## config.mk

```make
export PLATFORM = sky130hd
export DESIGN_NAME = interval_timing_statistics_core
export DESIGN_NICKNAME = d
export VERILOG_FILES = /design/src/rtl/core/ivts_pkg.sv /design/src/rtl/core/interval_timing_statistics_core.sv
export SDC_FILE = /design/constraint.sdc
export NUM_CORES = 2
export LEC_CHECK = 0
export BUFFER_PORTS_ARGS = -buffer_cell sky130_fd_sc_hd__buf_4
export CAP_MARGIN = 0
export CORE_MARGIN = 4
export CORE_UTILIZATION = 30
export CTS_CLUSTER_SIZE = 10
export DETAILED_ROUTE_END_ITERATION = 12
export PLACE_DENSITY = 0.52
export SYNTH_ARGS = -nofsm -noshare
export SYNTH_HDL_FRONTEND = slang
export SYNTH_SLANG_ARGS = --single-unit
export TNS_END_PERCENT = 20
```

## constraint.sdc

```tcl
create_clock -name clk_i -period 9.8 [get_ports clk_i]
set_clock_uncertainty 0.05 [all_clocks]
set_input_delay 0.49 -clock clk_i [delete_from_list [all_inputs] [get_ports clk_i]]
set_output_delay 0.49 -clock clk_i [all_outputs]
set_load 0.05 [all_outputs]
```

## src/rtl/core/ivts_pkg.sv

```systemverilog
`timescale 1ns / 1ps

package ivts_pkg;

  // Statistics sizing
  localparam int INTERVAL_BITS = 24;
  localparam int COUNT_BITS    = 16;
  localparam int FRACTION_BITS = 8;

  // Stream field widths
  localparam int MODE_W    = 2;
  localparam int TS_W      = 32;
  localparam int IVL_OUT_W = 24;
  localparam int CNT_OUT_W = 16;
  localparam int MEAN_W    = 32;
  localparam int VAR_W     = 48;
  localparam int SD_W      = 32;

  // Accumulator and work register widths
  localparam int SUM_W      = INTERVAL_BITS + COUNT_BITS;
  localparam int SQ_W       = 2 * INTERVAL_BITS + COUNT_BITS;
  localparam int PROD_W     = 2 * SUM_W;
  localparam int MEAN_DVD_W = SUM_W + FRACTION_BITS;
  localparam int SQRT_IN_W  = VAR_W + 2 * FRACTION_BITS;
  localparam int WORK_W     = (PROD_W > SQRT_IN_W) ? PROD_W : SQRT_IN_W;
  localparam int ITER_W     = $clog2(WORK_W + 1);
  localparam int DIV_REM_W  = COUNT_BITS + 1;
  localparam int SQRT_REM_W = SD_W + 3;

  // Request modes
  localparam logic [MODE_W-1:0] MODE_CLEAR = 2'd0;
  localparam logic [MODE_W-1:0] MODE_MARK  = 2'd1;
  localparam logic [MODE_W-1:0] MODE_LAP   = 2'd2;

  // Result packing
  localparam int OUT_FIELDS_W = IVL_OUT_W + 1 + CNT_OUT_W + MEAN_W + VAR_W + SD_W
                                + 2 * IVL_OUT_W;
  localparam int OUT_TDATA_W  = ((OUT_FIELDS_W + 7) / 8) * 8;
  localparam int PAD_W        = OUT_TDATA_W - OUT_FIELDS_W;

  typedef struct packed {
    logic [PAD_W-1:0]     pad;
    logic [IVL_OUT_W-1:0] shortest;
    logic [IVL_OUT_W-1:0] longest;
    logic [SD_W-1:0]      std_dev_q8;
    logic [VAR_W-1:0]     variance_int;
    logic [MEAN_W-1:0]    mean_q8;
    logic [CNT_OUT_W-1:0] sample_count;
    logic                 interval_valid;
    logic [IVL_OUT_W-1:0] interval;
  } result_t;

endpackage

```

## src/rtl/core/interval_timing_statistics_core.sv

```systemverilog
`timescale 1ns / 1ps
// Lap timer statistics over one input stream and one result stream.
// Input request: tuser carries the mode (clear and mark, mark only, measure lap),
// tdata the 32-bit millisecond timestamp. Every request yields one result with
// the last lap, count, mean (8 fraction bits), sample variance, standard
// deviation (8 fraction bits), longest and shortest lap.
// One request is worked on at a time; s_axis_tready_o is high only while idle.
// The divides, the square of the sum and the root run through a bit-serial
// restoring divider, a shift-add squarer and a two-bit-per-cycle square root
// under one sequencer: accept, lap update, accumulate, setup, mean divide,
// square of the sum, its divide by the count, variance divide, root, result.
// Below two samples it stops after the mean divide, with none after setup.
// The result sits in an output register; the next request is taken while it
// waits, and the sequencer holds in its last step if the receiver stalls.
// Reset clears the statistics, the start mark and the output valid.
module interval_timing_statistics_core (
  input  logic                             clk_i,
  input  logic                             rst_ni,
  input  logic [ivts_pkg::TS_W-1:0]        s_axis_tdata_i,  // timestamp
  input  logic [ivts_pkg::MODE_W-1:0]      s_axis_tuser_i,  // mode
  input  logic                             s_axis_tvalid_i,
  output logic                             s_axis_tready_o,
  // interval, interval_valid, sample_count, mean_q8, variance_int,
  // std_dev_q8, longest, shortest, zero pad
  output logic [ivts_pkg::OUT_TDATA_W-1:0] m_axis_tdata_o,
  output logic                             m_axis_tvalid_o,
  input  logic                             m_axis_tready_i
);
  import ivts_pkg::*;

  typedef enum logic [3:0] {
    ST_IDLE,
    ST_LAP,
    ST_ACCUM,
    ST_SETUP,
    ST_MEAN,
    ST_MUL,
    ST_SQDIV,
    ST_VARDIV,
    ST_SQRT,
    ST_OUT
  } state_e;

  state_e                   state_q;
  logic [MODE_W-1:0]        mode_q;
  logic [TS_W-1:0]          ts_q;
  logic [TS_W-1:0]          mark_q;
  logic [COUNT_BITS-1:0]    count_q;
  logic [SUM_W-1:0]         sum_q;
  logic [SQ_W-1:0]          sq_sum_q;
  logic [INTERVAL_BITS-1:0] max_q;
  logic [INTERVAL_BITS-1:0] min_q;
  logic [INTERVAL_BITS-1:0] last_q;
  logic                     seen_q;
  logic [INTERVAL_BITS-1:0] lap_q;
  logic [WORK_W-1:0]        work_q;
  logic [DIV_REM_W-1:0]     div_rem_q;
  logic [COUNT_BITS-1:0]    divisor_q;
  logic [SQRT_REM_W-1:0]    sqrt_rem_q;
  logic [SD_W-1:0]          root_q;
  logic [ITER_W-1:0]        iter_q;
  logic [MEAN_W-1:0]        mean_q;
  logic [VAR_W-1:0]         var_q;
  result_t                  out_q;
  logic                     out_valid_q;

  logic [TS_W-1:0]            lap_diff;
  logic [INTERVAL_BITS-1:0]   lap_sat;
  logic [2*INTERVAL_BITS-1:0] lap_sq;
  logic [DIV_REM_W-1:0]       div_shift;
  logic                       div_ge;
  logic [DIV_REM_W-1:0]       div_rem_nxt;
  logic [WORK_W-1:0]          div_work_nxt;
  logic [SUM_W:0]             mul_sum;
  logic [WORK_W-1:0]          mul_work_nxt;
  logic [WORK_W-1:0]          sq_ext;
  logic [SQ_W-1:0]            var_diff;
  logic [SQRT_REM_W-1:0]      sqrt_shift;
  logic [SQRT_REM_W-1:0]      sqrt_trial;
  logic                       sqrt_ge;
  logic [SQRT_REM_W-1:0]      sqrt_rem_nxt;
  logic                       iter_last;

  always_comb begin
    lap_diff = ts_q - mark_q;
    lap_sat  = (lap_diff[TS_W-1:INTERVAL_BITS] != '0) ? '1 : lap_diff[INTERVAL_BITS-1:0];
    lap_sq   = lap_q * lap_q;

    // Restoring divider: one quotient bit per cycle, quotient enters at the bottom
    div_shift    = {div_rem_q[DIV_REM_W-2:0], work_q[WORK_W-1]};
    div_ge       = (div_shift >= {1'b0, divisor_q});
    div_rem_nxt  = div_ge ? (div_shift - {1'b0, divisor_q}) : div_shift;
    div_work_nxt = {work_q[WORK_W-2:0], div_ge};

    // Shift-add squarer on the top PROD_W bits: multiplier in the low half
    mul_sum      = {1'b0, work_q[WORK_W-1 -: SUM_W]}
                   + (work_q[WORK_W-PROD_W] ? {1'b0, sum_q} : '0);
    mul_work_nxt = WORK_W'({mul_sum, work_q[WORK_W-SUM_W-1 -: SUM_W-1]})
                   << (WORK_W - PROD_W);

    // Sum of squares minus floor(sum^2 / n), clamped at zero
    sq_ext   = WORK_W'(sq_sum_q);
    var_diff = (sq_ext >= div_work_nxt) ? SQ_W'(sq_ext - div_work_nxt) : '0;

    // Digit-by-digit square root, two radicand bits per cycle
    sqrt_shift   = {sqrt_rem_q[SQRT_REM_W-3:0], work_q[WORK_W-1 -: 2]};
    sqrt_trial   = {1'b0, root_q, 2'b01};
    sqrt_ge      = (sqrt_shift >= sqrt_trial);
    sqrt_rem_nxt = sqrt_ge ? (sqrt_shift - sqrt_trial) : sqrt_shift;

    iter_last = (iter_q == ITER_W'(1));
  end

  always_ff @(posedge clk_i or negedge rst_ni) begin
    if (!rst_ni) begin
      state_q     <= ST_IDLE;
      mode_q      <= '0;
      ts_q        <= '0;
      mark_q      <= '0;
      count_q     <= '0;
      sum_q       <= '0;
      sq_sum_q    <= '0;
      max_q       <= '0;
      min_q       <= '1;
      last_q      <= '0;
      seen_q      <= 1'b0;
      lap_q       <= '0;
      work_q      <= '0;
      div_rem_q   <= '0;
      divisor_q   <= '0;
      sqrt_rem_q  <= '0;
      root_q      <= '0;
      iter_q      <= '0;
      mean_q      <= '0;
      var_q       <= '0;
      out_q       <= '0;
      out_valid_q <= 1'b0;
    end else begin
      // ST_OUT reloads the register itself when it is taken on this edge
      if (out_valid_q && m_axis_tready_i && state_q != ST_OUT) begin
        out_valid_q <= 1'b0;
      end

      case (state_q)
        ST_IDLE: begin
          if (s_axis_tvalid_i) begin
            mode_q  <= s_axis_tuser_i;
            ts_q    <= s_axis_tdata_i;
            state_q <= ST_LAP;
          end
        end

        ST_LAP: begin
          case (mode_q)
            MODE_CLEAR: begin
              count_q  <= '0;
              sum_q    <= '0;
              sq_sum_q <= '0;
              max_q    <= '0;
              min_q    <= '1;
              last_q   <= '0;
              seen_q   <= 1'b0;
              mark_q   <= ts_q;
            end
            MODE_MARK: begin
              mark_q <= ts_q;
            end
            MODE_LAP: begin
              last_q <= lap_sat;
              lap_q  <= lap_sat;
              seen_q <= 1'b1;
              mark_q <= ts_q;
            end
            default: begin
            end
          endcase
          state_q <= ST_ACCUM;
        end

        ST_ACCUM: begin
          // Freeze the statistics once the count is full
          if (mode_q == MODE_LAP && count_q != '1) begin
            count_q  <= count_q + COUNT_BITS'(1);
            sum_q    <= sum_q + SUM_W'(lap_q);
            sq_sum_q <= sq_sum_q + SQ_W'(lap_sq);
            if (lap_q > max_q) begin
              max_q <= lap_q;
            end
            if (lap_q < min_q) begin
              min_q <= lap_q;
            end
          end
          state_q <= ST_SETUP;
        end

        ST_SETUP: begin
          if (count_q == '0) begin
            mean_q  <= '0;
            var_q   <= '0;
            root_q  <= '0;
            state_q <= ST_OUT;
          end else begin
            work_q    <= WORK_W'(sum_q) << (WORK_W - SUM_W);
            div_rem_q <= '0;
            divisor_q <= count_q;
            iter_q    <= ITER_W'(MEAN_DVD_W);
            state_q   <= ST_MEAN;
          end
        end

        ST_MEAN: begin
          work_q    <= div_work_nxt;
          div_rem_q <= div_rem_nxt;
          iter_q    <= iter_q - ITER_W'(1);
          if (iter_last) begin
            mean_q <= div_work_nxt[MEAN_W-1:0];
            if (count_q < COUNT_BITS'(2)) begin
              var_q   <= '0;
              root_q  <= '0;
              state_q <= ST_OUT;
            end else begin
              work_q  <= WORK_W'(sum_q) << (WORK_W - PROD_W);
              iter_q  <= ITER_W'(SUM_W);
              state_q <= ST_MUL;
            end
          end
        end

        ST_MUL: begin
          work_q <= mul_work_nxt;
          iter_q <= iter_q - ITER_W'(1);
          if (iter_last) begin
            // Product is already left-aligned as the next dividend
            div_rem_q <= '0;
            iter_q    <= ITER_W'(PROD_W);
            state_q   <= ST_SQDIV;
          end
        end

        ST_SQDIV: begin
          work_q    <= div_work_nxt;
          div_rem_q <= div_rem_nxt;
          iter_q    <= iter_q - ITER_W'(1);
          if (iter_last) begin
            work_q    <= WORK_W'(var_diff) << (WORK_W - SQ_W);
            div_rem_q <= '0;
            divisor_q <= count_q - COUNT_BITS'(1);
            iter_q    <= ITER_W'(SQ_W);
            state_q   <= ST_VARDIV;
          end
        end

        ST_VARDIV: begin
          work_q    <= div_work_nxt;
          div_rem_q <= div_rem_nxt;
          iter_q    <= iter_q - ITER_W'(1);
          if (iter_last) begin
            var_q      <= div_work_nxt[VAR_W-1:0];
            work_q     <= WORK_W'(div_work_nxt[VAR_W-1:0]) << (WORK_W - VAR_W);
            sqrt_rem_q <= '0;
            root_q     <= '0;
            iter_q     <= ITER_W'(SQRT_IN_W / 2);
            state_q    <= ST_SQRT;
          end
        end

        ST_SQRT: begin
          work_q     <= work_q << 2;
          sqrt_rem_q <= sqrt_rem_nxt;
          root_q     <= {root_q[SD_W-2:0], sqrt_ge};
          iter_q     <= iter_q - ITER_W'(1);
          if (iter_last) begin
            state_q <= ST_OUT;
          end
        end

        ST_OUT: begin
          // Hold until the output register is free
          if (!out_valid_q || m_axis_tready_i) begin
            out_q.pad            <= '0;
            out_q.interval       <= IVL_OUT_W'(last_q);
            out_q.interval_valid <= seen_q;
            out_q.sample_count   <= CNT_OUT_W'(count_q);
            out_q.mean_q8        <= mean_q;
            out_q.variance_int   <= var_q;
            out_q.std_dev_q8     <= root_q;
            out_q.longest        <= IVL_OUT_W'(max_q);
            out_q.shortest       <= IVL_OUT_W'(min_q);
            out_valid_q          <= 1'b1;
            state_q              <= ST_IDLE;
          end
        end

        default: begin
          state_q <= ST_IDLE;
        end
      endcase
    end
  end

  assign s_axis_tready_o = (state_q == ST_IDLE);
  assign m_axis_tdata_o  = out_q;
  assign m_axis_tvalid_o = out_valid_q;

  a_accept_starts: assert property (@(posedge clk_i) disable iff (!rst_ni)
    s_axis_tvalid_i && s_axis_tready_o |=> state_q == ST_LAP)
    else $error("accepted request did not start the sequencer");

  a_count_needs_lap: assert property (@(posedge clk_i) disable iff (!rst_ni)
    !seen_q |-> count_q == '0)
    else $error("samples counted without a measured lap");

  a_min_below_max: assert property (@(posedge clk_i) disable iff (!rst_ni)
    count_q != '0 |-> min_q <= max_q)
    else $error("shortest lap exceeds longest lap");

  a_divisor_nonzero: assert property (@(posedge clk_i) disable iff (!rst_ni)
    state_q == ST_MEAN || state_q == ST_SQDIV || state_q == ST_VARDIV |-> divisor_q != '0)
    else $error("divide by zero in shared divider");

endmodule
```

Yosys cells after proc, flatten, opt, wreduce, memory -nomap -nowiden:

Index checks and enable logic that the tools add are counted.

* bits of input ports: 38
* register bits: 753
* output and inout port bits: 210

* reductions and logical operators: 36
* $add $sub $neg: 10
* mux-type cells: 71
* $lt $le $gt $ge: 6
* multiply operators: 1
* eq/ne operators: 28

Operators with widths (count)
* $pmux 80 s6: 1
* $mux 80: 5
* $mux 48: 4
* $mux 64: 3
* $mux 24: 7
* $mux 32: 5
* $pmux 24 s2: 3
* $pmux 48 s3: 1
* $mux 16: 8
* $pmux 32 s4: 1
* $pmux 64 s2: 1
* $mux 40: 3
* $ge 64x80->1: 1
* $pmux 40 s2: 1
* $mux 33: 2
* $pmux 33 s2: 1
* $add 64x48->64: 1
* $pmux 16 s2: 2
* $pmux 16 s4: 1
* $pmux 32 s2: 1
* $sub 64x64->64: 1
* $mul 24x24->48: 1
* $mux 7: 6
* $pmux 7 s6: 1
* other kinds (46): 91

Logic depth before layout (Yosys ltp):

* depth in word-level cells: 5
* gate-level depth with buffers: 30
* depth with buffers taken out: 27

Worst setup path after synthesis:

No wires, ideal clock.

* path type: register to register
* start: reg lap_q[3]
* end: reg sq_sum_q[54]
* cell stages (with the launch flop): 27
* slack: 2448 ps
* arrival: 7224 ps
* buffers on the path: 4
* cell sequence: dfrtp_1 clkbuf_1 clkbuf_1 nand2_1 fa_1 inv_1 fa_1 inv_1 fa_1 fa_1 inv_1 fa_1 fa_1 inv_1 fa_1 inv_1 ha_1 clkbuf_1 and3_1 nand4_1 o21ai_2 o211ai_2 o31a_1 o21a_1 buf_2 or4_1 a21oi_1

* longest elaborated chain between the ends: 4

RTL lines
* from (decl): RTL line interval_timing_statistics_core.sv:55 `logic [INTERVAL_BITS-1:0] lap_q;`
* from (signal assigned): RTL line interval_timing_statistics_core.sv:170 `lap_q <= lap_sat;`
* $mul 24x24->48: RTL line interval_timing_statistics_core.sv:87 `lap_sq = lap_q * lap_q;`
* $add 64x48->64: RTL line interval_timing_statistics_core.sv:185 `sq_sum_q <= sq_sum_q + SQ_W'(lap_sq);`
* $mux 64: RTL line interval_timing_statistics_core.sv:182 `if (mode_q == MODE_LAP && count_q != '1) begin`
* $pmux 64 s2: RTL line interval_timing_statistics_core.sv:144 `case (state_q)`
* to (signal assigned): RTL line interval_timing_statistics_core.sv:185
* to (decl): RTL line interval_timing_statistics_core.sv:50 `logic [SQ_W-1:0] sq_sum_q;`

Every way passes these cells. The select of a mux whose other input is x is not followed.
A chain may end at the register's enable or synchronous reset.

Worst setup path in the final report:

* start: reg lap_q[12]
* end: reg sq_sum_q[63]

The elaborated chain is that of the path after synthesis.

==> impl_metrics.json <==
{
  "crit_type": "flop to flop",
  "fin_nets": 8006,
  "antenna_found_initial": 7,
  "busiest_layer": "met2",
  "firstDrtPassIters": 6,
  "final_antenna_net_count": 0,
  "max-cap-violations": 0,
  "synth_top_area_share": 0.290,
  "fin_crit_sh": 0.854,
  "synth_warnings": 0,
  "critPathMaxFanout": 24,
  "status": "finished, final reports clean",
  "crit_slowest_cell": "dfrtp_1",
  "nFillCells": 21500,
  "ys_types": 99,
  "clockBufferDepth": 3,
  "chipHeight_um": 466,
  "max_freq_mhz": 120,
  "synth_ff_type": "dfrtp_1",
  "clk_latency_ns": 0.78,
  "hold_violations": 0,
  "grt_pass1_vias": 52000,
  "syn_area_um2": 62900,
  "use_met1": 0.276,
  "synthCells": 6906,
  "period_minus_slack_ns": 8.37,
  "required_ns": 10.43,
  "layout_setup_ws_ns": 1.43,
  "seqCellArea_um2": 18900,
  "drt_iter0_drc": 4112,
  "finalSetupViolCount": 0,
  "grt_use_met2": 0.306,
  "cp.arrival_ns": 9.00,
  "hpwlAfterDp_um": 164000,
  "rsz0062_at_grt": "no",
  "crit_path_max_incr_delay_ns": 1.20,
  "place_ws_ns": 1.43,
  "ys_seq_area_frac": 0.300,
  "top_level_ports": 248,
  "yosys-top-cells-area": "dfrtp_1, fa_1, ha_1",
  "hold_path_class": "input port to async pin",
  "whs_ns": 0.283,
  "cts_sinks": 753,
  "synthArstFlopShare": 1.00,
  "worstMarginPinSlew_ns": 1.30,
  "tns_ns": 0,
  "use_met3": 0.0341,
  "path_cells": "nand2_1 -> fa_1 -> inv_1 -> fa_1 -> inv_1 -> fa_1 -> inv_1 -> fa_1 -> fa_1 -> fa_1 -> inv_1 -> fa_1 -> inv_1 -> ha_1 -> a21oi_1 -> o21ai_0 -> nand3_1 -> a31oi_1 -> o21bai_1 -> a31oi_1 -> o22ai_1 -> a21oi_1 -> o21ai_0 -> a21oi_1",
  "grt_use_total": 0.196,
  "multi_input_area_um2": 39200,
  "clk_pin_slew_ns": 0.06,
  "drv_slew": 0,
  "area_delta_synth_final_pct": 13.6,
  "yosysTopAreaCell": "dfrtp_1",
  "io_buffers": 240,
  "grt_remaining_overflow": 0,
  "cts_htree_levels": 3,
  "vias_per_cell": 5.18,
  "endpoint_kind": "flop",
  "worstSetupStartpointType": "flop",
  "synth-edff-count": 0,
  "slew_headroom": 0.134,
  "rows": 167,
  "ys_ff_latch": 753,
  "path_common_cell": "fa_1",
  "synth.most_common_cell": "inv_1",
  "die_w_um": 466,
  "clock-root-buffer": "clkbuf_16",
  "core_um2": 208000,
  "grt_max_degree": 171,
  "wl_per_cell_um": 21.7,
  "drive_above_1_share": 0.108,
  "dieArea_um2": 217000,
  "cts_made_buffers": 99,
  "syn_avg_cell_area_um2": 9.11,
  "routed_wl_um": 215000,
  "tritoncts": "done",
  "cp_top_family": "adder cells",
  "vias": 51300,
  "drc": 0,
  "cp_num_buf_inv": 5,
  "start_util": 0.303,
  "place_congestion": 0.959,
  "grt_pass1_wl_um": 329000,
  "synth_commonest_cells": "inv_1, nand2_1, dfrtp_1, o21ai_0, fa_1"
}
==> timing repair <==
action / CTS / global route
setup buffers: 0 / 0
hold buffers: 35 / 0
gates resized for setup: 0 / 0
endpoints found under the hold margin: 114 / 0
==> worst reg2reg max path: stages, from the launching register on <==
cell      delay, ns
dfrtp_1        1.20
nand2_1        0.32
fa_1           0.63
inv_1          0.06
fa_1           0.54
inv_1          0.05
fa_1           0.47
inv_1          0.05
fa_1           0.43
fa_1           0.54
fa_1           0.50
inv_1          0.05
fa_1           0.57
inv_1          0.06
ha_1           0.37
a21oi_1        0.21
o21ai_0        0.19
nand3_1        0.13
a31oi_1        0.07
o21bai_1       0.23
a31oi_1        0.43
o22ai_1        0.12
a21oi_1        0.66
o21ai_0        0.22
a21oi_1        0.16
==> stage by stage <==
stage,std cells,area (µm²),util
floorplan,6912,62900,-
global placement,9695,67700,0.326
detailed placement,9695,67700,0.326
CTS,9893,71500,0.344
global route,9893,71500,0.344
finish,9898,71500,0.344
==> cells in the final DEF, fill, tap and decap left out, types with 24 or more instances in the layout <==
cell and n:
nand3_1 114, a21oi_1 370, nor2_1 271, a31oi_1 93
and3_1 45, o21bai_1 47, ha_1 440, o21a_1 45
dfstp_2 24, nand2_1 750, nor2b_1 45, a222oi_1 47
mux2i_1 91, a221oi_1 30, o31ai_1 28, dlygate4sd3_1 35
xnor2_1 120, clkbuf_16 100, or3_1 41, xor2_1 124
inv_1 959, nor3_1 40, o21ai_0 581, and2_1 169
o22ai_1 41, o211ai_1 45, fa_1 485, dfrtp_1 729
nand4_1 49, nand2b_1 42, a21o_1 182, mux2_2 189
buf_4 334
==> worst paths after layout <==
kind	startpoint	endpoint	slack, ns	cells after the start
max	lap_q[12]	sq_sum_q[63]	1.43	24
min	rst_ni	sqrt_rem_q[10]	0.28	2
max reg2reg	lap_q[12]	sq_sum_q[63]	1.43	24
min reg2reg	m_axis_tdata_o[144]	m_axis_tdata_o[144]	0.42	2
max in group asynchronous	rst_ni	m_axis_tdata_o[159]	7.08	4
min in group clk_i	s_axis_tvalid_i	state_q[3]	0.34	5
==> cell families (layout without fill, tap and decap cells) <==
family | count (synthesis) | count (layout) | share of synthesized area
compound gates | 1704 | 1704 | 0.170
simple gates | 1694 | 1694 | 0.127
buf+inv | 1305 | 1498 | 0.0797
fa+ha+maj | 925 | 925 | 0.242
flops | 753 | 753 | 0.300
mux | 280 | 280 | 0.0483
xor+xnor | 244 | 244 | 0.0340
other cells | 1 | 12 | 0.0000596
==> sequential cells by signal (all words and copies together) (netlist names), 7 cells and up <==
signal,count
work_q,80
mark_q,32
sq_sum_q,64
min_q,24
sum_q,40
lap_q,24
sqrt_rem_q,33
last_q,24
iter_q,7
count_q,16
m_axis_tdata_o,201
root_q,32
divisor_q,16
max_q,24
div_rem_q,16
ts_q,32
mean_q,32
var_q,48
==> layout make-up <==
| cell class | instances | share of cell area |
|---|---|---|
| Antenna cell | 5 | 0.000175 |
| Clock buffer | 132 | 0.0389 |
| Clock inverter | 31 | 0.00847 |
| Inverter | 961 | 0.0505 |
| Multi-Input combinational cell | 4854 | 0.548 |
| Sequential cell | 753 | 0.264 |
| Tap cell | 2788 | 0.0488 |
| Timing Repair Buffer | 374 | 0.0413 |
==> routing by layer <==
metal	part of all wire	routed length, µm	vias to the layer above
li1	-	-	23600
met1	0.46	98200	25600
met2	0.44	95300	1699
met3	0.067	14400	345
met4	0.033	7150	4
met5	0.00016	34	-
Power is left out: the tool's default activity adds up to more than one toggle a clock period on the data nets, which glitch-free logic cannot reach.
